`config.mk`:
```
export PLATFORM = sky130hd
export DESIGN_NAME = digital_rgb_sync_frame_capture
export DESIGN_NICKNAME = d
export VERILOG_FILES = /design/src/rtl/drsfc_pkg.sv /design/src/rtl/drsfc_seq.sv /design/src/rtl/digital_rgb_sync_frame_capture.sv
export SDC_FILE = /design/constraint.sdc
export NUM_CORES = 1
export LEC_CHECK = 0
export BUFFER_PORTS_ARGS = -buffer_cell sky130_fd_sc_hd__buf_2
export CORE_MARGIN = 2
export CORE_UTILIZATION = 45
export CTS_BUF_LIST = sky130_fd_sc_hd__clkbuf_2
export DETAILED_ROUTE_END_ITERATION = 8
export SYNTH_ARGS = -nofsm -noshare
export SYNTH_HDL_FRONTEND = slang
export SYNTH_SLANG_ARGS = --single-unit
```
`constraint.sdc`:
```
create_clock -name clk -period 9.1 [get_ports clk]
set_input_delay 1.82 -clock clk [delete_from_list [all_inputs] [get_ports clk]]
set_output_delay 1.82 -clock clk [all_outputs]
set_load 0.01 [all_outputs]
```
`src/rtl/drsfc_pkg.sv`:
```
// Package for the digital RGB frame capture block.
// Holds the frame geometry, register defaults, register indexes, the phase enum and the
// structs shared by the top level and the sequencer; the checker uses the geometry.
package drsfc_pkg;

	localparam int LINE_PIXELS = 640;
	localparam int FRAME_LINES = 200;

	localparam int SAMPLE_W = 5;
	localparam int COLOR_W  = 3;
	localparam int COL_W    = 10;
	localparam int ROW_W    = 8;
	localparam int PORCH_W  = 10;
	localparam int SKIP_W   = 11;
	localparam int CFG_W    = 10;
	localparam int CFG_IDX_W = 2;

	localparam int VSYNC_BIT = 4;
	localparam int HSYNC_BIT = 3;

	localparam logic [PORCH_W-1:0] VPORCH_RESET = PORCH_W'(36);
	localparam logic [PORCH_W-1:0] HPORCH_RESET = PORCH_W'(128);

	localparam logic [CFG_IDX_W-1:0] REG_VPORCH = CFG_IDX_W'(0);
	localparam logic [CFG_IDX_W-1:0] REG_HPORCH = CFG_IDX_W'(1);
	localparam logic [CFG_IDX_W-1:0] REG_PAIRED = CFG_IDX_W'(2);

	typedef enum logic [2:0] {
		PH_VLOW,
		PH_VHIGH,
		PH_PORCH_HLOW,
		PH_PORCH_HHIGH,
		PH_LINE_HLOW,
		PH_LINE_HHIGH,
		PH_SKIP,
		PH_CAPTURE
	} phase_t;

	typedef struct packed {
		logic [PORCH_W-1:0] vertical_porch_lines;
		logic [PORCH_W-1:0] horizontal_porch_samples;
		logic               paired_samples;
	} cfg_t;

	typedef struct packed {
		logic               valid;
		logic [COLOR_W-1:0] pixel_color;
		logic [COL_W-1:0]   column;
		logic [ROW_W-1:0]   row;
		logic               frame_end;
		logic               sync_lost;
	} result_t;

endpackage

```
`src/rtl/drsfc_seq.sv`:
```
// Capture sequencer: sync edge hunting, porch counting and pixel capture.
// Consumes one sample per step and produces at most one pixel result; uses drsfc_pkg.
module drsfc_seq
	import drsfc_pkg::*;
(
	input  logic                clk,
	input  logic                arst_n,
	input  logic                step,
	input  logic [SAMPLE_W-1:0] sample,
	input  cfg_t                cfg,
	output result_t             res
);

	phase_t              phase_q, phase_d;
	logic [PORCH_W-1:0]  porch_cnt_q, porch_cnt_d;
	logic [ROW_W-1:0]    row_q, row_d;
	logic [COL_W-1:0]    col_q, col_d;
	logic [SKIP_W-1:0]   skip_q, skip_d;
	logic                toggle_q, toggle_d;

	logic                vs, hs;
	logic [PORCH_W-1:0]  porch_slots;
	logic [PORCH_W-1:0]  porch_inc;
	logic [SKIP_W-1:0]   skip_inc;
	logic                col_last, row_last;

	assign vs = sample[VSYNC_BIT];
	assign hs = sample[HSYNC_BIT];
	assign porch_slots = (cfg.horizontal_porch_samples > PORCH_W'(1)) ?
		cfg.horizontal_porch_samples - PORCH_W'(1) : '0;
	assign porch_inc = porch_cnt_q + PORCH_W'(1);
	assign skip_inc  = skip_q + SKIP_W'(1);
	assign col_last  = ({1'b0, col_q} + (COL_W+1)'(1)) >= (COL_W+1)'(LINE_PIXELS);
	assign row_last  = ({1'b0, row_q} + (ROW_W+1)'(1)) >= (ROW_W+1)'(FRAME_LINES);

	always_ff @(posedge clk or negedge arst_n) begin
		if (!arst_n) begin
			phase_q     <= PH_VLOW;
			porch_cnt_q <= '0;
			row_q       <= '0;
			col_q       <= '0;
			skip_q      <= '0;
			toggle_q    <= 1'b0;
		end else if (step) begin
			phase_q     <= phase_d;
			porch_cnt_q <= porch_cnt_d;
			row_q       <= row_d;
			col_q       <= col_d;
			skip_q      <= skip_d;
			toggle_q    <= toggle_d;
		end
	end

	always_comb begin
		phase_d     = phase_q;
		porch_cnt_d = porch_cnt_q;
		row_d       = row_q;
		col_d       = col_q;
		skip_d      = skip_q;
		toggle_d    = toggle_q;
		res         = '0;
		unique case (phase_q)
			PH_VLOW: begin
				if (!vs) phase_d = PH_VHIGH;
			end
			PH_VHIGH: begin
				if (vs) begin
					porch_cnt_d = '0;
					row_d       = '0;
					phase_d     = (cfg.vertical_porch_lines == '0) ? PH_LINE_HLOW : PH_PORCH_HLOW;
				end
			end
			PH_PORCH_HLOW: begin
				if (!hs) phase_d = PH_PORCH_HHIGH;
			end
			PH_PORCH_HHIGH: begin
				if (hs) begin
					porch_cnt_d = porch_inc;
					if (porch_inc >= cfg.vertical_porch_lines || porch_inc == '0) begin
						phase_d = PH_LINE_HLOW;
					end else begin
						phase_d = PH_PORCH_HLOW;
					end
				end
			end
			PH_LINE_HLOW: begin
				if (!hs) phase_d = PH_LINE_HHIGH;
			end
			PH_LINE_HHIGH: begin
				if (hs) begin
					skip_d   = '0;
					toggle_d = 1'b0;
					if (porch_slots == '0) begin
						col_d   = '0;
						phase_d = PH_CAPTURE;
					end else begin
						phase_d = PH_SKIP;
					end
				end
			end
			PH_SKIP: begin
				if (cfg.paired_samples && !toggle_q) begin
					toggle_d = 1'b1;
				end else begin
					toggle_d = 1'b0;
					skip_d   = skip_inc;
					if (skip_inc >= SKIP_W'(porch_slots)) begin
						col_d   = '0;
						phase_d = PH_CAPTURE;
					end
				end
			end
			PH_CAPTURE: begin
				if (cfg.paired_samples && !toggle_q) begin
					toggle_d = 1'b1;
				end else begin
					toggle_d   = 1'b0;
					res.valid  = 1'b1;
					res.column = col_q;
					res.row    = row_q;
					if (!vs || !hs) begin
						res.sync_lost = 1'b1;
						phase_d       = PH_VLOW;
					end else begin
						res.pixel_color = sample[COLOR_W-1:0];
						if (col_last) begin
							col_d = '0;
							if (row_last) begin
								res.frame_end = 1'b1;
								row_d         = '0;
								phase_d       = PH_VLOW;
							end else begin
								row_d   = row_q + ROW_W'(1);
								phase_d = PH_LINE_HLOW;
							end
						end else begin
							col_d = col_q + COL_W'(1);
						end
					end
				end
			end
			default: begin
				phase_d = PH_VLOW;
			end
		endcase
	end

endmodule

```
`src/rtl/digital_rgb_sync_frame_capture.sv`:
```
// A sample is held in the input register; the sequencer step turns it into a pixel result that is
// registered in the result register. Throughput: one sample per clock while the output is not
// stalled, set by the sequencer step between the input register and the result register.
// Reset (asynchronous, active low) returns the sequencer to hunting for vsync low, empties
// both registers and restores the porch and pairing registers to their defaults.
// Depends on drsfc_pkg and drsfc_seq.
module digital_rgb_sync_frame_capture
	import drsfc_pkg::*;
(
	input  logic                 clk,
	input  logic                 arst_n,
	input  logic                 cfg_wr_en,
	input  logic [CFG_IDX_W-1:0] cfg_index,
	input  logic [CFG_W-1:0]     cfg_data,
	input  logic                 in_valid,
	output logic                 in_stall,
	input  logic [SAMPLE_W-1:0]  sample_byte,
	output logic                 out_valid,
	input  logic                 out_stall,
	output logic [COLOR_W-1:0]   pixel_color,
	output logic [COL_W-1:0]     column,
	output logic [ROW_W-1:0]     row,
	output logic                 frame_end,
	output logic                 sync_lost
);

	cfg_t                cfg_q;
	logic                valid_s1;
	logic [SAMPLE_W-1:0] sample_s1;
	logic                out_free;
	logic                step;
	result_t             res;

	always_ff @(posedge clk or negedge arst_n) begin
		if (!arst_n) begin
			cfg_q.vertical_porch_lines     <= VPORCH_RESET;
			cfg_q.horizontal_porch_samples <= HPORCH_RESET;
			cfg_q.paired_samples           <= 1'b0;
		end else if (cfg_wr_en) begin
			unique case (cfg_index)
				REG_VPORCH: cfg_q.vertical_porch_lines     <= cfg_data[PORCH_W-1:0];
				REG_HPORCH: cfg_q.horizontal_porch_samples <= cfg_data[PORCH_W-1:0];
				REG_PAIRED: cfg_q.paired_samples           <= cfg_data[0];
				default: ;
			endcase
		end
	end

	assign out_free = !out_valid || !out_stall;
	assign step     = valid_s1 && out_free;
	assign in_stall = valid_s1 && !out_free;

	always_ff @(posedge clk or negedge arst_n) begin
		if (!arst_n) begin
			valid_s1 <= 1'b0;
		end else if (!in_stall) begin
			valid_s1 <= in_valid;
		end
	end

	always_ff @(posedge clk) begin
		if (in_valid && !in_stall) sample_s1 <= sample_byte;
	end

	drsfc_seq u_seq (
		.clk    (clk),
		.arst_n (arst_n),
		.step   (step),
		.sample (sample_s1),
		.cfg    (cfg_q),
		.res    (res)
	);

	always_ff @(posedge clk or negedge arst_n) begin
		if (!arst_n) begin
			out_valid <= 1'b0;
		end else if (out_free) begin
			out_valid <= step && res.valid;
		end
	end

	always_ff @(posedge clk) begin
		if (step && res.valid) begin
			pixel_color <= res.pixel_color;
			column      <= res.column;
			row         <= res.row;
			frame_end   <= res.frame_end;
			sync_lost   <= res.sync_lost;
		end
	end

endmodule

```
* Yosys cells after proc, flatten, opt, wreduce, memory -nomap -nowiden
Cells that the tools add are included.
** Cells by class
- Reduce and logical (&&, ||, !) cells :: 38
- Equal/unequal tests :: 22
- Bitwise logic cells :: 2
- Muxes and demuxes :: 47
- Magnitude comparators :: 5
- Add/sub/neg operators :: 7
** Operators with widths (number)
- $mux W10 :: 10
- $mux W24 :: 2
- $mux W3 :: 15
- $mux W8 :: 5
- $logic_not A10 Y1 :: 3
- $pmux W10 S3 :: 1
- $pmux W3 S8 :: 1
- $mux W11 :: 2
- $pmux W11 S2 :: 1
- $add A10 B1 Y10 const B :: 2
- $pmux W10 S2 :: 1
- $ne A2 B2 Y1 const B :: 9
- $pmux W8 S2 :: 1
- $eq A3 B3 Y1 const B :: 4
- $add A10 B1 Y11 const B :: 1
- $add A11 B1 Y11 const B :: 1
- $ge A11 B10 Y1 :: 1
- $ge A11 B10 Y1 const B :: 1
- $reduce_and A11 Y1 :: 1
- $ge A10 B10 Y1 :: 1
- $gt A10 B1 Y1 const B :: 1
- $sub A10 B1 Y10 const B :: 1
- $add A8 B1 Y9 const B :: 1
- $ge A9 B8 Y1 const B :: 1
- other kinds (25) :: 54
** Storage, ports and cells
- Output and inout bits :: 25
- Register bits :: 94
- Logic and storage cells :: 138
- Input bits :: 22

* Longest topological paths before layout
Gate-level depths: netlist of run 1.
- Word-level depth :: 8
- Depth in mapped cells :: 14

* Hierarchy
Synthesis of run 1 repeated with hierarchy kept, for this count alone.
** Unflattened totals
- Cells, all modules :: 556
- Area total of the unflattened synthesis :: 5556.6 um^2
** By module, submodules not included
- drsfc_seq :: area an instance 3768.6 um^2, seq. area each 1076.0 um^2, cells each 470, instances 1
- digital_rgb_sync_frame_capture :: area an instance 1788.0 um^2, seq. area each 1420.1 um^2, cells each 86, instances 1

* Worst setup path after synthesis of run 1
OpenSTA, ideal clock, no wires.
- Path kind :: input to output
- Start :: input port out_stall
- End :: output port in_stall
- Path slack :: 5.273 ns
- Required time :: 7.280 ns
- Stages on the path :: 2
- Arrival :: 2.007 ns
- Cells stage by stage :: nand3_1 inv_1
** Between the ends
- Word-level cells in the longest chain between the ends :: 4
** RTL lines
- from (decl) :: line digital_rgb_sync_frame_capture.sv:19 : input logic out_stall,
- $logic_not A1 Y1 :: line digital_rgb_sync_frame_capture.sv:49 : assign out_free = !out_valid || !out_stall;
- $logic_or A1 B1 Y1 :: line digital_rgb_sync_frame_capture.sv:49
- $logic_not A1 Y1 :: line digital_rgb_sync_frame_capture.sv:51 : assign in_stall = valid_s1 && !out_free;
- $logic_and A1 B1 Y1 :: line digital_rgb_sync_frame_capture.sv:51
- to (decl) :: line digital_rgb_sync_frame_capture.sv:16 : output logic in_stall,
Every way passes these cells.

* Worst setup path in the final report of run 1
Same ends and word-level chain as after synthesis.

==> flow_summary.yaml, run 1 <==
status:
  status: "complete, no violations"
finish:
  fin_util_pct: 50.6
  nets: 648
  final_layout_size_suffix_gt1_share_pct: 13.9
  final_cell_mix: "nand2_1, dfrtp_1, o21ai_0"
  syn_to_final_growth_pct: 8.60
  diodes: 0
  final_common_cell: "nand2_1"
setup_path:
  critPathArrivalTime_ns: 2.21
  slowest_delay_ns: 0.13
  cp.required_ns: 7.28
  crit_chain: "buf_2 > nand3_1 > inv_1 > buf_2"
  critical_path.max_fanout: 3
  critical_path_class: "in2out"
  start_kind: "input port"
  cpMostUsedCell: "buf_2"
  crit_slowest_cell: "buf_2"
  end_kind: "primary output"
  crit_family: "buffers and inverters"
  critical_path_buf_inv_count: 3
routing:
  drtIter0Drc: 198
  drt-pass1-iter-count: 5
  vias_per_cell: 5.81
  ant_nets: 0
  drt-wirelength-per-cell_microns: 15.8
  dr_total_vias: 4335
  routed_wl_microns: 11800
  drc: 0
global_routing:
  grt_pass1_wl_microns: 20200
  track_usage_pct: 19.5
  grt_max_degree: 67
  antenna_found_initial: 0
  grt_pass1_vias: 4190
  grt-ovfl-total: 0
timing:
  period_share_pct: 44.3
  finalHoldViolCount: 0
  period_minus_slack_ns: 4.03
  slew_headroom_pct: 28.4
  setup_viol: 0
  max_freq_mhz: 248
  rsz0062_at_grt: "no"
  slew_viol_final: 0
  fin_tns_setup_ns: 0
  tightest_slew_ns: 1.07
  fin_worst_skew_ns: 0.0279
clock_tree:
  cts_setup_buffers: 0
  holdBufCountCts: 0
  cts_tree: "built"
  cts_resized: 0
  cts-root-buf: "clkbuf_2"
  htreeDepth: 3
  cts_buffer_depth: 2
  clk_pin_slew_ns: 0.23
  clkSinkCount: 94
  cts_buffers: 9
  insertion_delay_ns: 0.59
power_and_ir_drop:
  cellPowerDensity_nw_per_um2: 211
  clock_power_share_pct: 18.5
  combPwrFrac_pct: 33.4
  power.total_mw: 1.23
  netSwitchingFraction_pct: 38.9
  p_switching_mw: 0.479
  p_seq_share_pct: 48.1
  p_int_mw: 0.753
  irDropWorstVdd_uv: 99.0
  leakage_nw: 2.59
job:
  cap_violations: 0
synthesis:
  synth_seq_cells: 94
  yosys.area.top_type_share_pct: 29.3
  synthDistinctLibCells: 62
  synth-edff-count: 28
  async_flop_share_pct: 70.2
  ys_seq_area_share_pct: 46.4
  synthFlopType: "dfrtp_1"
  yosys-top-cells-area: "dfrtp_1, edfxtp_1, ha_1"
  synthCells: 559
  synthesis.nets: 608
  syn_area_sq_um: 5380
  yosysWarnings: 0
  syn-mean-instance-area_sq_um: 9.63
  synth_top_area_cell: "dfrtp_1"
floorplan:
  start_util_pct: 46.6
  rows: 39
  core_sq_um: 11600
  fp.dieArea_sq_um: 12900
  die_width_microns: 113
  pin_count: 47
  die_height_microns: 113
placed_design:
  gp_congestion: 0.852
  io_buffers: 46
  hpwl_microns: 8490
hold_path:
  hold_path.class: "reg2reg"
## through the flow
stage | area (sq um) | hold WS, ns | instances | setup slack [ns]
2_1_floorplan | 5380 | 0.470 | 559 | 5.27
4_1_cts | 5850 | 0.531 | 746 | 5.06
6_report | 5850 | 0.525 | 746 | 5.07
3_5_place_dp | 5720 | 0.501 | 731 | 5.01
3_3_place_gp | 5720 | 0.496 | 731 | 5.07
5_1_grt | 5850 | 0.567 | 746 | 5.02
## cells by family after synthesis
logic type / after synthesis / synth area share (%)
and+or+nand+nor: 224 / 21.3
adders and majority gates: 27 / 6.27
buffers and inverters: 44 / 3.37
xor gates and xnor gates: 25 / 4.07
AOI/OAI and AO/OA: 130 / 15.5
muxes: 15 / 3.09
DFF: 94 / 46.4
## worst register-to-register path: cells and delay by family (launching register included)
| kind | cells | cell delay (ns) |
|---|---|---|
| flip-flops | 1 | 0.49 |
| adder cells (fa/ha/maj) | 1 | 0.28 |
| buffers and inverters | 1 | 0.23 |
| AND/OR/NAND/NOR | 4 | 1.12 |
| AO/OA/AOI/OAI | 5 | 1.34 |
## path summary, 6_finish.rpt
path                                  start                    to  slack, ns  depth (start not counted)
min reg2reg                u_seq.skip_q[10]      u_seq.skip_q[10]       0.52                          1
min in group asynchronous            arst_n       u_seq.skip_q[5]       1.39                          2
max                               out_stall              in_stall       5.07                          4
max reg2reg                        cfg_q[5]      u_seq.phase_q[1]       5.54                         11
min                        u_seq.skip_q[10]      u_seq.skip_q[10]       0.52                          1
max in group asynchronous            arst_n  u_seq.porch_cnt_q[5]       7.13                          2
## final cells by class
type | count | area [sq um]
fill | 1091 | 5720
multi-input combinational | 421 | 2710
sequential | 94 | 2500
timing repair buffer | 49 | 253
tap | 143 | 179
inverter | 24 | 90.1
clock inverter | 6 | 77.6
clock buffer | 9 | 45.0
## metal layers
layer | vias up | track usage [%] | part of all wire [%] | wire (microns)
met1 | 2088 | 25.9 | 48 | 5610
met2 | 98 | 32.4 | 47 | 5580
met3 | 14 | 3.13 | 3.4 | 398
met5 | - | 0 | 0 | 0
li1 | 2135 | - | - | -
met4 | 0 | 6.99 | 1.7 | 201
## synthesized netlist by cell type (all sizes together), types with 4 or more instances
| master | count |
|---|---|
| xor2 | 11 |
| clkbuf | 14 |
| edfxtp | 28 |
| nor2b | 4 |
| nand4 | 8 |
| ha | 27 |
| buf | 6 |
| and4 | 4 |
| nand3 | 26 |
| nand2 | 69 |
| xnor2 | 14 |
| nor3 | 8 |
| nand2b | 14 |
| mux2 | 13 |
| nor2 | 36 |
| inv | 24 |
| o22ai | 5 |
| o21ai | 51 |
| and3 | 23 |
| o31ai | 18 |
| and2 | 6 |
| a21oi | 18 |
| nor4 | 9 |
| a21o | 4 |
| dfrtp | 63 |
## state kept, by name (all words and copies together) (netlist names), 3 cells and up
| register | cells |
|---|---|
| u_seq.col_q | 10 |
| u_seq.row_q | 8 |
| column | 10 |
| cfg_q | 21 |
| sample_s1 | 5 |
| u_seq.skip_q | 11 |
| pixel_color | 3 |
| u_seq.porch_cnt_q | 10 |
| u_seq.phase_q | 3 |
| row | 8 |
## power by group through the flow
stage / Clock [mW] / Sequential, mW / Combinational, mW
after global placement: 0 / 0.597 / 0.394
after global routing: 0.251 / 0.608 / 0.468
after floorplan: 0 / 0.571 / 0.312
after CTS: 0.236 / 0.592 / 0.414
after detailed placement: 0 / 0.601 / 0.411
final: 0.228 / 0.592 / 0.412
No activity file was read; power rests on OpenSTA's default activity.
==> run 2: changes to the inputs <==
--- a/config.mk
+++ b/config.mk
@@ -10,6 +10,7 @@
 export CORE_UTILIZATION = 45
 export CTS_BUF_LIST = sky130_fd_sc_hd__clkbuf_2
 export DETAILED_ROUTE_END_ITERATION = 8
+export PLACE_DENSITY = 0.65
 export SYNTH_ARGS = -nofsm -noshare
 export SYNTH_HDL_FRONTEND = slang
 export SYNTH_SLANG_ARGS = --single-unit
==> constraint.sdc (replaced) <==
create_clock -name clk -period 3.31 [get_ports clk]
set_input_delay 0.662 -clock clk [delete_from_list [all_inputs] [get_ports clk]]
set_output_delay 0.662 -clock clk [all_outputs]
set_load 0.01 [all_outputs]
==> run 2 against run 1 <==
Sequential power grew to 2.7 times the previous value. Non-clock buffer count is 16 higher. Sequential share of layout area is 1.2 points lower. Cell count is 2.3% higher. Highest routed layer unchanged.
==> flow_summary.yaml, run 2 (synthesized netlist as in run 1, its figures left out) <==
hold_path:
  min_from: "sample_byte[0]"
  hold_path.class: "in2reg"
  worstHoldEndpoint: "sample_s1[0]"
  min_path_cells: 1
finish:
  nets: 664
  final_layout_size_suffix_gt1_share_pct: 17.7
  final_common_cell: "nand2_1"
  top_regs: "cfg_q (21), u_seq.skip_q (11)"
  diodes: 0
  syn_to_final_growth_pct: 11.7
  top_register: "cfg_q"
  fin_util_pct: 52.0
  largest_reg_flops: 21
  final_cell_mix: "nand2_1, dfrtp_1, buf_2"
floorplan:
  core_sq_um: 11600
  pin_count: 47
  die_height_microns: 113
  fp.dieArea_sq_um: 12900
  start_util_pct: 46.6
  die_width_microns: 113
  rows: 39
placed_design:
  hpwl_microns: 8510
  gp_congestion: 0.842
  io_buffers: 46
routing:
  drtIter0Drc: 282
  drt-wirelength-per-cell_microns: 15.3
  routed_wl_microns: 11600
  drt-pass1-iter-count: 4
  vias_per_cell: 5.68
  dr_total_vias: 4332
  drc: 0
  ant_nets: 0
global_routing:
  antenna_found_initial: 0
  grt_max_degree: 30
  grt_pass1_vias: 4094
  track_usage_pct: 19.0
  grt_pass1_wl_microns: 19600
  grt-ovfl-total: 0
timing:
  tightest_slew_ns: 0.602
  period_share_pct: 95.0
  rsz0062_at_grt: "no"
  max_freq_mhz: 318
  whs_ns: 0.200
  period_minus_slack_ns: 3.14
  finalHoldViolCount: 0
  fin_worst_skew_ns: 0.0355
  slew_headroom_pct: 59.6
  slew_viol_final: 0
  setup_viol: 0
setup_path:
  critPathArrivalTime_ns: 3.67
  start_kind: "flip-flop"
  reg2regPathDepth: 12
  rrSetupSlack_ns: 0.17
  rr_startpoint: "cfg_q[4]"
  cp.required_ns: 3.83
  end_kind: "flip-flop"
  critical_path.max_fanout: 6
  critical_path_class: "reg2reg"
  r2r_end: "u_seq.col_q[9]"
clock_tree:
  cts_buffer_depth: 2
  clkSinkCount: 94
  htreeDepth: 3
  cts_buffers: 9
  clk_pin_slew_ns: 0.26
  cts_setup_buffers: 0
  insertion_delay_ns: 0.62
  cts-root-buf: "clkbuf_2"
  cts_tree: "built"
job:
  cap_violations: 0
status:
  status: "complete, no violations"
power_and_ir_drop:
  power.total_mw: 3.43
  cellPowerDensity_nw_per_um2: 571
  leakage_nw: 2.67
  irDropWorstVdd_uv: 251
==> run 2: cell types whose count changed in the layout (fill, tap and decap cells not counted), moves of 2 or more <==
cell	change
a211oi_1	-2
a211oi_2	+2
buf_4	+14
nor3_1	-2
o21ai_0	-4
o21ai_1	+4
==> run 2: final cells by class <==
type	instances	area (sq um)
Clock inverter	7	63.8
Clock buffer	9	45.0
Timing Repair Buffer	65	373
Tap cell	143	179
Inverter	24	90.1
Sequential cell	94	2500
Fill cell	1075	5550
Multi-Input combinational cell	421	2770
==> run 2: worst max path at each step <==
stage / startpoint / endpoint / slack [ns] / cells past startpoint
after floorplan: cfg_q[5] / u_seq.phase_q[2] / 0.11 / 12
after global placement: cfg_q[7] / u_seq.phase_q[1] / 0.13 / 11
after detailed placement: cfg_q[7] / u_seq.phase_q[1] / -0.008 / 10
after CTS: cfg_q[7] / u_seq.col_q[0] / 0.008 / 10
after global routing: cfg_q[4] / u_seq.phase_q[2] / 0.03 / 12
final: cfg_q[4] / u_seq.col_q[9] / 0.17 / 12
==> run 2: power breakdown <==
group          switching [mW]  internal, mW  leakage (nW)
logic                   0.738         0.512          1.49
registers               0.213          1.40          1.11
clock network           0.405         0.169        0.0671
==> run 2: metal layers <==
| metal | share of wire [%] | global-route usage (%) | routed length [microns] | up-vias |
|---|---|---|---|---|
| met5 | 0 | 0 | 0 | - |
| met4 | 1.7 | 7.56 | 201 | 0 |
| met3 | 2.7 | 3.03 | 315 | 13 |
| met2 | 48 | 31.2 | 5610 | 79 |
| met1 | 47 | 25.4 | 5510 | 2074 |
| li1 | - | - | - | 2166 |
==> run 2: timing repair <==
item,in CTS,in global routing
endpoints found under the hold margin,10,0
setup endpoints to repair,6,13
hold buffers,1,0
pin swaps,0,6
resized for setup,2,16
cloned,0,1
==> run 2: critical path, stage by stage (launching register included) <==
cell	delay [ns]
dfrtp_1	0.44
or4_4	0.57
or3_4	0.36
nor3_2	0.13
a21oi_2	0.05
ha_1	0.33
a21o_1	0.17
a211oi_2	0.21
o21ai_1	0.12
a211oi_2	0.27
buf_4	0.21
o31a_1	0.14
o21ai_1	0.06
==> run 2: per-stage QoR <==
step / cells / setup slack [ns] / instance area [sq um] / setup TNS [ns]
5_1_grt: 763 / 0.0294 / 6020 / 0
2_1_floorplan: 559 / 0.112 / 5380 / 0
4_1_cts: 762 / 0.00826 / 5950 / 0
6_report: 763 / 0.165 / 6020 / 0
3_3_place_gp: 745 / 0.129 / 5830 / 0
3_5_place_dp: 745 / -0.00824 / 5830 / -0.00824
==> run 3: changes to the inputs <==
==> constraint.sdc (replaced) <==
create_clock -name clk -period 3.31 [get_ports clk]
set_input_delay 0.1655 -clock clk [delete_from_list [all_inputs] [get_ports clk]]
set_output_delay 0.1655 -clock clk [all_outputs]
set_load 0.01 [all_outputs]
==> run 3 against run 2 <==
First-iteration DRC count down 17%. Non-clock buffer count up 25. Flip-flop and latch count unchanged. Routed wire length up 5.2%. Largest power group unchanged. Setup slack worse by 0.017 ns. Total power up 1.8%. Sequential share of layout area down 1.7 points. Via count up 3.5%. Clock-buffer cell count up 1. Sequential power about the same. Clock skew down 0.011 ns.
==> flow_summary.yaml, run 3 (synthesized netlist as in run 1, its figures left out) <==
status:
  status: "complete, no violations"
placed_design:
  placed_cells: 744
  place_area_sq_um: 5820
  hpwl_microns: 8600
  gp_congestion: 0.855
  io_buffers: 46
timing:
  max_freq_mhz: 316
  rsz0062_at_grt: "no"
  whs_ns: 0.0991
  period_share_pct: 95.5
  slew_headroom_pct: 57.8
  finalHoldViolCount: 0
  fin_worst_skew_ns: 0.0245
  slew_viol_final: 0
  period_minus_slack_ns: 3.16
  setup_viol: 0
  tightest_slew_ns: 0.628
routing:
  drt-wirelength-per-cell_microns: 15.5
  drt-pass1-iter-count: 5
  dr_total_vias: 4483
  vias_per_cell: 5.69
  drc: 0
  ant_nets: 0
  drtIter0Drc: 235
  routed_wl_microns: 12200
power_and_ir_drop:
  leakage_nw: 2.77
  cellPowerDensity_nw_per_um2: 557
  p_switching_mw: 1.35
  power.total_mw: 3.50
  clock_power_share_pct: 18.7
  p_seq_share_pct: 46.0
  combPwrFrac_pct: 35.3
  netSwitchingFraction_pct: 38.6
  irDropWorstVdd_uv: 264
  p_int_mw: 2.15
clock_tree:
  clk_pin_slew_ns: 0.25
  insertion_delay_ns: 0.60
  cts-root-buf: "clkbuf_2"
  clkSinkCount: 94
  cts_buffer_depth: 2
  cts_tree: "built"
  cts_setup_buffers: 0
  cts_buffers: 9
  htreeDepth: 3
global_routing:
  grt-ovfl-total: 0
  grt_pass1_vias: 4237
  grt_max_degree: 34
  track_usage_pct: 19.8
  antenna_found_initial: 0
  grt_pass1_wl_microns: 20400
job:
  cap_violations: 0
setup_path:
  critPathArrivalTime_ns: 3.68
  critical_path.max_fanout: 6
  cp.required_ns: 3.83
  start_kind: "flip-flop"
  reg2regPathDepth: 11
  critical_path_class: "reg2reg"
  end_kind: "flip-flop"
hold_path:
  hold_path.class: "in2async"
finish:
  fin_util_pct: 54.3
  nets: 689
  fillers: 1017
  top_register: "cfg_q"
  top_regs: "cfg_q (21), u_seq.skip_q (11)"
  stdcell_area_sq_um: 6270
  syn_to_final_growth_pct: 16.5
  final_cell_mix: "nand2_1, dfrtp_1, o21ai_0"
  final_common_cell: "nand2_1"
  final_layout_size_suffix_gt1_share_pct: 16.9
  largest_reg_flops: 21
  diodes: 0
  final_cells: 788
floorplan:
  fp.dieArea_sq_um: 12900
  die_height_microns: 113
  core_sq_um: 11600
  rows: 39
  pin_count: 47
  die_width_microns: 113
  start_util_pct: 46.6
[run 3: metal layers]
layer / track usage (%) / vias up / share of wire, %
li1: - / 2213 / -
met1: 26.1 / 2148 / 46
met2: 32.4 / 97 / 48
met3: 3.83 / 25 / 3.9
met4: 7.97 / 0 / 2.4
met5: 0 / - / 0
[run 3: path summary, 6_finish.rpt]
kind	slack, ns	from	end
setup / recovery	0.15	cfg_q[4]	u_seq.col_q[9]
hold / removal	0.1	arst_n	cfg_q[8]
setup reg to reg	0.15	cfg_q[4]	u_seq.col_q[9]
hold reg to reg	0.54	u_seq.skip_q[10]	u_seq.skip_q[10]
max in group asynchronous	2.15	arst_n	cfg_q[6]
min in group clk	0.25	sample_byte[0]	sample_s1[0]
[run 3: critical path, stage by stage (launching register included)]
cell and delay (ns):
dfrtp_1 0.44, or4_4 0.57, nor3_2 0.18, a21oi_1 0.10
ha_1 0.28, nand2b_1 0.13, a2111oi_0 0.37, o21ai_0 0.23
a211oi_2 0.37, buf_4 0.21, o31a_1 0.14, o21ai_1 0.05
[run 3: area by class of cell]
| cell class | instances | area, sq um | area share (%) |
|---|---|---|---|
| timing repair buffer | 90 | 626 | 9.97 |
| sequential | 94 | 2500 | 39.8 |
| tap | 143 | 179 | 2.85 |
| inverter | 24 | 90.1 | 1.44 |
| multi-input combinational | 421 | 2750 | 43.8 |
| clock buffer | 10 | 50.0 | 0.798 |
| clock inverter | 6 | 85.1 | 1.36 |
[run 3: repair_timing]
| item | 4_1_cts | 5_1_grt |
|---|---|---|
| hold endpoints to repair | 98 | 0 |
| gates resized for setup | 2 | 9 |
| hold buffers | 27 | 0 |
| gates cloned | 0 | 1 |
| pin swaps | 0 | 8 |
| endpoints found under the setup margin | 4 | 13 |
[run 3: power groups by stage]
stage	registers, mW	clock network [mW]	logic (mW)
2_1_floorplan	1.57	0	0.858
3_3_place_gp	1.62	0	1.14
3_5_place_dp	1.63	0	1.17
4_1_cts	1.60	0.676	1.21
5_1_grt	1.64	0.724	1.38
6_report	1.61	0.655	1.23
[run 3: metrics by stage]
| stage | TNS, ns | worst slack, ns |
|---|---|---|
| after floorplan | 0 | 0.112 |
| after global placement | 0 | 0.0998 |
| after detailed placement | -0.00463 | -0.00463 |
| after CTS | 0 | 0.0134 |
| after global routing | 0 | 0.00518 |
| final | 0 | 0.148 |
